**src/hdl/tds_pkg.sv**
```systemverilog
`timescale 1ns / 1ps
// ----------------------------------------------------------------------------
// Shared definitions of the sample store
// Payload structs, command and status codes, register indexes, and the
// command and status groups that pass between controller and datapath.
// ----------------------------------------------------------------------------
package tds_pkg;

  localparam int CAPACITY_DEF = 64;
  localparam int DIMS_DEF     = 4;

  localparam int CFG_IDX_W  = 3;
  localparam int CFG_DATA_W = 15;

  localparam logic [1:0] CMD_ADD   = 2'd0;
  localparam logic [1:0] CMD_READ  = 2'd1;
  localparam logic [1:0] CMD_CLEAR = 2'd2;

  localparam logic [2:0] ST_ADDED   = 3'd0;
  localparam logic [2:0] ST_FULL    = 3'd1;
  localparam logic [2:0] ST_NEAR    = 3'd2;
  localparam logic [2:0] ST_READ    = 3'd3;
  localparam logic [2:0] ST_CLEARED = 3'd4;

  localparam logic [CFG_IDX_W-1:0] REG_DEDUP_MODE = 3'd0;
  localparam logic [CFG_IDX_W-1:0] REG_CAPACITY   = 3'd1;
  localparam logic [CFG_IDX_W-1:0] REG_TOL_DIM0   = 3'd2;
  localparam logic [CFG_IDX_W-1:0] REG_TOL_DIM1   = 3'd3;
  localparam logic [CFG_IDX_W-1:0] REG_TOL_DIM2   = 3'd4;
  localparam logic [CFG_IDX_W-1:0] REG_TOL_DIM3   = 3'd5;

  typedef struct packed {
    logic [1:0]   cmd;
    logic [5:0]   entry_index;
    logic signed [15:0] label_in;
    logic signed [15:0] feat0_in;
    logic signed [15:0] feat1_in;
    logic signed [15:0] feat2_in;
    logic signed [15:0] feat3_in;
  } item_t;

  typedef struct packed {
    logic [2:0]   status;
    logic [6:0]   stored_count;
    logic signed [15:0] label_out;
    logic signed [15:0] feat0_out;
    logic signed [15:0] feat1_out;
    logic signed [15:0] feat2_out;
    logic signed [15:0] feat3_out;
  } result_t;

  // Commands from the controller to the datapath.
  typedef struct packed {
    logic       load;
    logic       scan_start;
    logic       scan_en;
    logic       read_issue;
    logic       emit;
    logic [2:0] emit_status;
  } ctl_cmd_t;

  // Status from the datapath to the controller.
  typedef struct packed {
    logic [1:0] cmd;
    logic       full;
    logic       dedup_on;
    logic       count_zero;
    logic       scan_done;
    logic       dup;
    logic       out_free;
  } ctl_stat_t;

endpackage

```
**src/hdl/tds_ctrl.sv**
```systemverilog
`timescale 1ns / 1ps
// ----------------------------------------------------------------------------
// Sample store controller
// Sequences one item at a time: capture, decode, a scan or a read where needed, and result.
// ----------------------------------------------------------------------------
module tds_ctrl (
  input  logic               clk,
  input  logic               rst,
  input  logic               item_valid,
  output logic               item_ready,
  input  tds_pkg::ctl_stat_t stat,
  output tds_pkg::ctl_cmd_t  cmd
);

  typedef enum logic [2:0] {
    S_IDLE,
    S_DECODE,
    S_SCAN,
    S_READ,
    S_RESULT
  } state_t;

  state_t     state;
  state_t     state_next;
  logic [2:0] res_status;
  logic [2:0] res_status_next;

  always_comb begin
    state_next      = state;
    res_status_next = res_status;
    cmd             = '0;
    cmd.emit_status = res_status;
    item_ready      = (state == S_IDLE);
    case (state)
      S_IDLE: begin
        if (item_valid) begin
          cmd.load   = 1'b1;
          state_next = S_DECODE;
        end
      end
      S_DECODE: begin
        case (stat.cmd)
          tds_pkg::CMD_ADD: begin
            if (stat.full) begin
              res_status_next = tds_pkg::ST_FULL;
              state_next      = S_RESULT;
            end else if (stat.dedup_on && !stat.count_zero) begin
              cmd.scan_start = 1'b1;
              state_next     = S_SCAN;
            end else begin
              res_status_next = tds_pkg::ST_ADDED;
              state_next      = S_RESULT;
            end
          end
          tds_pkg::CMD_CLEAR: begin
            res_status_next = tds_pkg::ST_CLEARED;
            state_next      = S_RESULT;
          end
          default: begin
            state_next = S_READ;
          end
        endcase
      end
      S_SCAN: begin
        cmd.scan_en = 1'b1;
        if (stat.scan_done) begin
          res_status_next = stat.dup ? tds_pkg::ST_NEAR : tds_pkg::ST_ADDED;
          state_next      = S_RESULT;
        end
      end
      S_READ: begin
        cmd.read_issue  = 1'b1;
        res_status_next = tds_pkg::ST_READ;
        state_next      = S_RESULT;
      end
      S_RESULT: begin
        if (stat.out_free) begin
          cmd.emit   = 1'b1;
          state_next = S_IDLE;
        end
      end
      default: begin
        state_next = S_IDLE;
      end
    endcase
  end

  always_ff @(posedge clk) begin
    if (rst) begin
      state      <= S_IDLE;
      res_status <= tds_pkg::ST_ADDED;
    end else begin
      state      <= state_next;
      res_status <= res_status_next;
    end
  end

endmodule

```
**config.mk**
```make
export PLATFORM = sky130hd
export DESIGN_NAME = tds_ctrl
export DESIGN_NICKNAME = d
export VERILOG_FILES = /design/src/hdl/tds_pkg.sv /design/src/hdl/tds_ctrl.sv
export SDC_FILE = /design/constraint.sdc
export NUM_CORES = 1
export LEC_CHECK = 0
export BUFFER_PORTS_ARGS = -buffer_cell sky130_fd_sc_hd__buf_2
export CAP_MARGIN = 20
export CORE_AREA = 2 2 39 41
export CTS_CLUSTER_DIAMETER = 120
export DETAILED_ROUTE_END_ITERATION = 7
export DIE_AREA = 0 0 41 43
export PLACE_DENSITY_LB_ADDON = 0.05
export SLEW_MARGIN = 20
export SYNTH_ARGS = -nofsm -noshare
export SYNTH_HDL_FRONTEND = slang
export SYNTH_SLANG_ARGS = --single-unit
```
**constraint.sdc**
```tcl
create_clock -name clk -period 1.9 [get_ports clk]
set_input_delay 0.57 -clock clk [delete_from_list [all_inputs] [get_ports clk]]
set_output_delay 0.57 -clock clk [all_outputs]
set_load 0.01 [all_outputs]
```
==> flow_summary_export.csv <==
group,metric,value,unit
timing,final_period_minus_worst_setup_slack,1900,ps
min_path,min-delay-start,"state[2]",
layout,design_area,621,um^2
clock_tree,worstSkewPairLatency,240,ps
critical_path,worstPathArrival,1330,ps
grt,gr-usage-met3,6.28,%
synthesis,sequential_cell_area_fraction_in_the_yosys_report,27.0,%
clock_tree,cts_tree,"done",
drt,totalWireLength,1.02,mm
critical_path,worstReg2RegEnd,"res_status[1]",
layout,nFillCells,165,
timing,final_min_period_over_clock_period,100,%
drt,vias,446,
timing,whs,488,ps
critical_path,setup.worst_path.end_class,"output port",
grt,globalRouteMet1Util,15.7,%
placement,half_perimeter_wire_length_of_the_detailed_placement_result,802,um
critical_path,crit_buf_inv,2,
layout,postLayoutCoreUtil,44.8,%
placement,number_of_buffers_inserted_by_port_buffering,19,
pwr,power.net_switching,0.116,mW
critical_path,path_cells,"buf_6, or3b_4, nor3b_2, buf_2",
critical_path,cpPeakStageDelay,370,ps
flow_run,max_cap_violations,0,
die,fp.coreArea,1380,um^2
clock_tree,clock_path_buffers,2,
timing,timing.final.hold_violations,0,
pwr,combinationalPowerShare,33.0,%
clock_tree,cts_root_buffer,"sky130_fd_sc_hd__clkbuf_4",
grt,global_route.usage.total,13.5,%
grt,pin_count_of_the_biggest_net_entering_global_routing,13,
drt,final_antenna_net_count,0,
die,die_width,41,um
critical_path,timing.critical_path.from_type,"input pin",
synthesis,post_synth.cell_area_avg,9.28,um^2
die,die-height,43,um
timing,setup_slack_of_the_critical_path_after_layout,-3.93,ps
min_path,worst_hold_path.endpoint,"state[0]",
layout,num-nets-final,86,
timing,fmaxAchievable,0.525,GHz
critical_path,worstSetupStartpoint,"stat[6]",
timing,skew,5.41,ps
grt,grt-busiest-layer,"met2",
critical_path,maximum_fanout_count_along_the_critical_path,2,
die,initial_utilization,32.2,%
timing,timing.final.max_slew_violations,0,
die,die_area,1760,um^2
synthesis,yosys_register_bits,6,
drt,wl_per_cell,11.4,um
layout,fraction_of_layout_instances_using_a_drive_strength_above_1,50.7,%
pwr,power.clock.fraction,29.5,%
min_path,hp-class,"register to register",
pwr,vdd_drop_max,0.350,mV
drt,post-route-drc-count,0,
pwr,cellInternalPower,0.274,mW
layout,antenna_cells_inserted,0,
placement,detailed_place.area,576,um^2
outcome,run_status,"finished with violations",
grt,use_met2,20.3,%
timing,max_slew.worst_pin.slew,367,ps
outcome,violations,"setup timing",
synthesis,syn-cell-area,445,um^2
synthesis,yosysUniqueCellTypes,31,
clock_tree,clkTransAtPathRegs,50,ps
clock_tree,tritoncts_num_sinks,6,
critical_path,crit_family,"simple AND/OR/NAND/NOR gates",
timing,rsz_0062_raised_after_global_routing,"true",
layout,layout_stage_area_growth_over_the_synthesis_result,39.3,%
synthesis,syn-num-nets,59,
clock_tree,tritoncts.num_buffers,3,
synthesis,yosysWarnings,0,
drt,drt_iter0_markers,0,
drt,dr.pass1.iters,1,
timing,maxSlewHeadroom,75.5,%
grt,first_global_vias,382,
critical_path,worst-r2r-setup-slack,340,ps
critical_path,timing.critical_path.slowest_stage_cell,"sky130_fd_sc_hd__or3b_4",
min_path,hold-path-cell-count,1,
timing,setup_violations,1,
pwr,static_leakage,0.282,nW
critical_path,reg2reg_from,"state[2]",
pwr,seq_power_share,37.5,%
pwr,swShare,29.6,%
grt,grt_first_pass_wirelength,1.56,mm
placement,gp_routability_congestion,0.712,
grt,antenna_found_initial,0,
critical_path,worst_ep_required_time,1330,ps
critical_path,critical_path_class,"input pin to output port",
clock_tree,cts-htree-levels,1,
synthesis,syn_inst,48,
grt,global_route.overflow_total,0,
die,design.portCount,20,
drt,viasPerCell,5.01,
die,rows,14,
critical_path,worst-r2r-cell-count,4,
pwr,powerDensity,628,nW/um^2
synth_stat cells, drive strengths merged:
library cell  number  share of area [%]
a211o              1                2.0
a2111oi            1                2.0
o221a              1                2.5
o22ai              1                4.5
nor2b              3                4.2
or3b               2                4.5
o21ai              1                1.1
inv                2                1.7
or2b               1                1.7
clkbuf             1               0.84
o21a               1                1.7
dfxtp              6                 27
nand2              2                1.7
nor2               5                4.2
mux2               2                5.1
nor3b              3                5.1
a31oi              1                1.4
or4b               1                2.2
a21oi              1                1.1
nor3               2                2.2
nand2b             1                1.4
and2               1                1.4
buf                2                4.2
nor4b              2                7.3
and3b              1                2.2
a211oi             2                4.5
mux2i              1                2.2
how the worst max path moves through the flow:
stage	endpoint	slack [ps]	cells past startpoint
3_5_place_dp	cmd[6]	-80	4
5_1_grt	cmd[6]	-30	4
6_report	cmd[6]	-4	4
3_3_place_gp	cmd[6]	-60	4
4_1_cts	cmd[6]	-10	4
2_1_floorplan	cmd[6]	9	2
state kept, by name, summed over array words and instances, names as in the netlist:
register    cells
res_status      3
state           3
layout make-up:
type,instances,area (um^2),area share (%)
clock buffer,3,22.5,3.63
inverter,2,7.51,1.21
multi-input combinational,37,300,48.4
sequential,6,124,20.0
tap,16,20.0,3.23
timing repair buffer,25,146,23.6
cells by family (layout without fill, tap and decap cells):
logic type	Yosys count	count (layout)	synth area share [%]
and+or+nand+nor	24	24	38.2
AOI/OAI and AO/OA	10	10	20.8
DFF	6	6	27.0
buffers and inverters	5	30	6.74
muxes	3	3	7.30
power by group through the flow:
stage          Sequential, mW  Clock [mW]  Combinational [mW]
2_1_floorplan           0.145           0              0.0827
3_3_place_gp            0.149           0               0.125
3_5_place_dp            0.149           0               0.125
4_1_cts                 0.148       0.121               0.127
5_1_grt                 0.148       0.127               0.142
6_report                0.146       0.115               0.129
metal layers:
layer  vias to the layer above  part of all wire (%)  routed length, um
met2                        14                    47                482
met1                       202                    44                448
li1                        228                     -                  -
met3                         2                   7.2                 73
met5                         -                     0                  0
met4                         0                   1.2                 12
placed cells by master (no fill, tap or decap), drive strengths merged:
cell type,n
o21a,1
nor3b,3
or4b,1
o21ai,1
mux2,2
a21oi,1
o221a,1
dfxtp,6
nor3,2
o22ai,1
clkbuf,3
nor2,5
a2111oi,1
or2b,1
nor4b,2
nor2b,3
a211o,1
and2,1
nand2b,1
or3b,2
nand2,2
a31oi,1
a211oi,2
inv,2
mux2i,1
and3b,1
buf,25
worst reg2reg max path: stages (launching register included):
cell                      delay [ps]
sky130_fd_sc_hd__dfxtp_4         360
sky130_fd_sc_hd__or3b_4          400
sky130_fd_sc_hd__buf_4           160
sky130_fd_sc_hd__o22ai_4         180
sky130_fd_sc_hd__mux2_1          340
metrics by stage:
step	worst slack (ps)	power (mW)	instances	TNS, ps
floorplan	9.04	0.227	48	0
detailed placement	-79.3	0.274	85	-79.3
global route	-26.8	0.416	89	-26.8
finish	-3.93	0.390	89	-3.93
global placement	-61.1	0.275	85	-61.1
CTS	-10.8	0.395	88	-10.8
timing repair:
item / CTS / global route
pin swaps: 1 / 0
hold buffers: 0 / 0
endpoints found under the setup margin: 1 / 1
gates resized for setup: 3 / 1
buffers inserted: 0 / 1
cloned: 0 / 0
(Power assumes the default switching activity.)
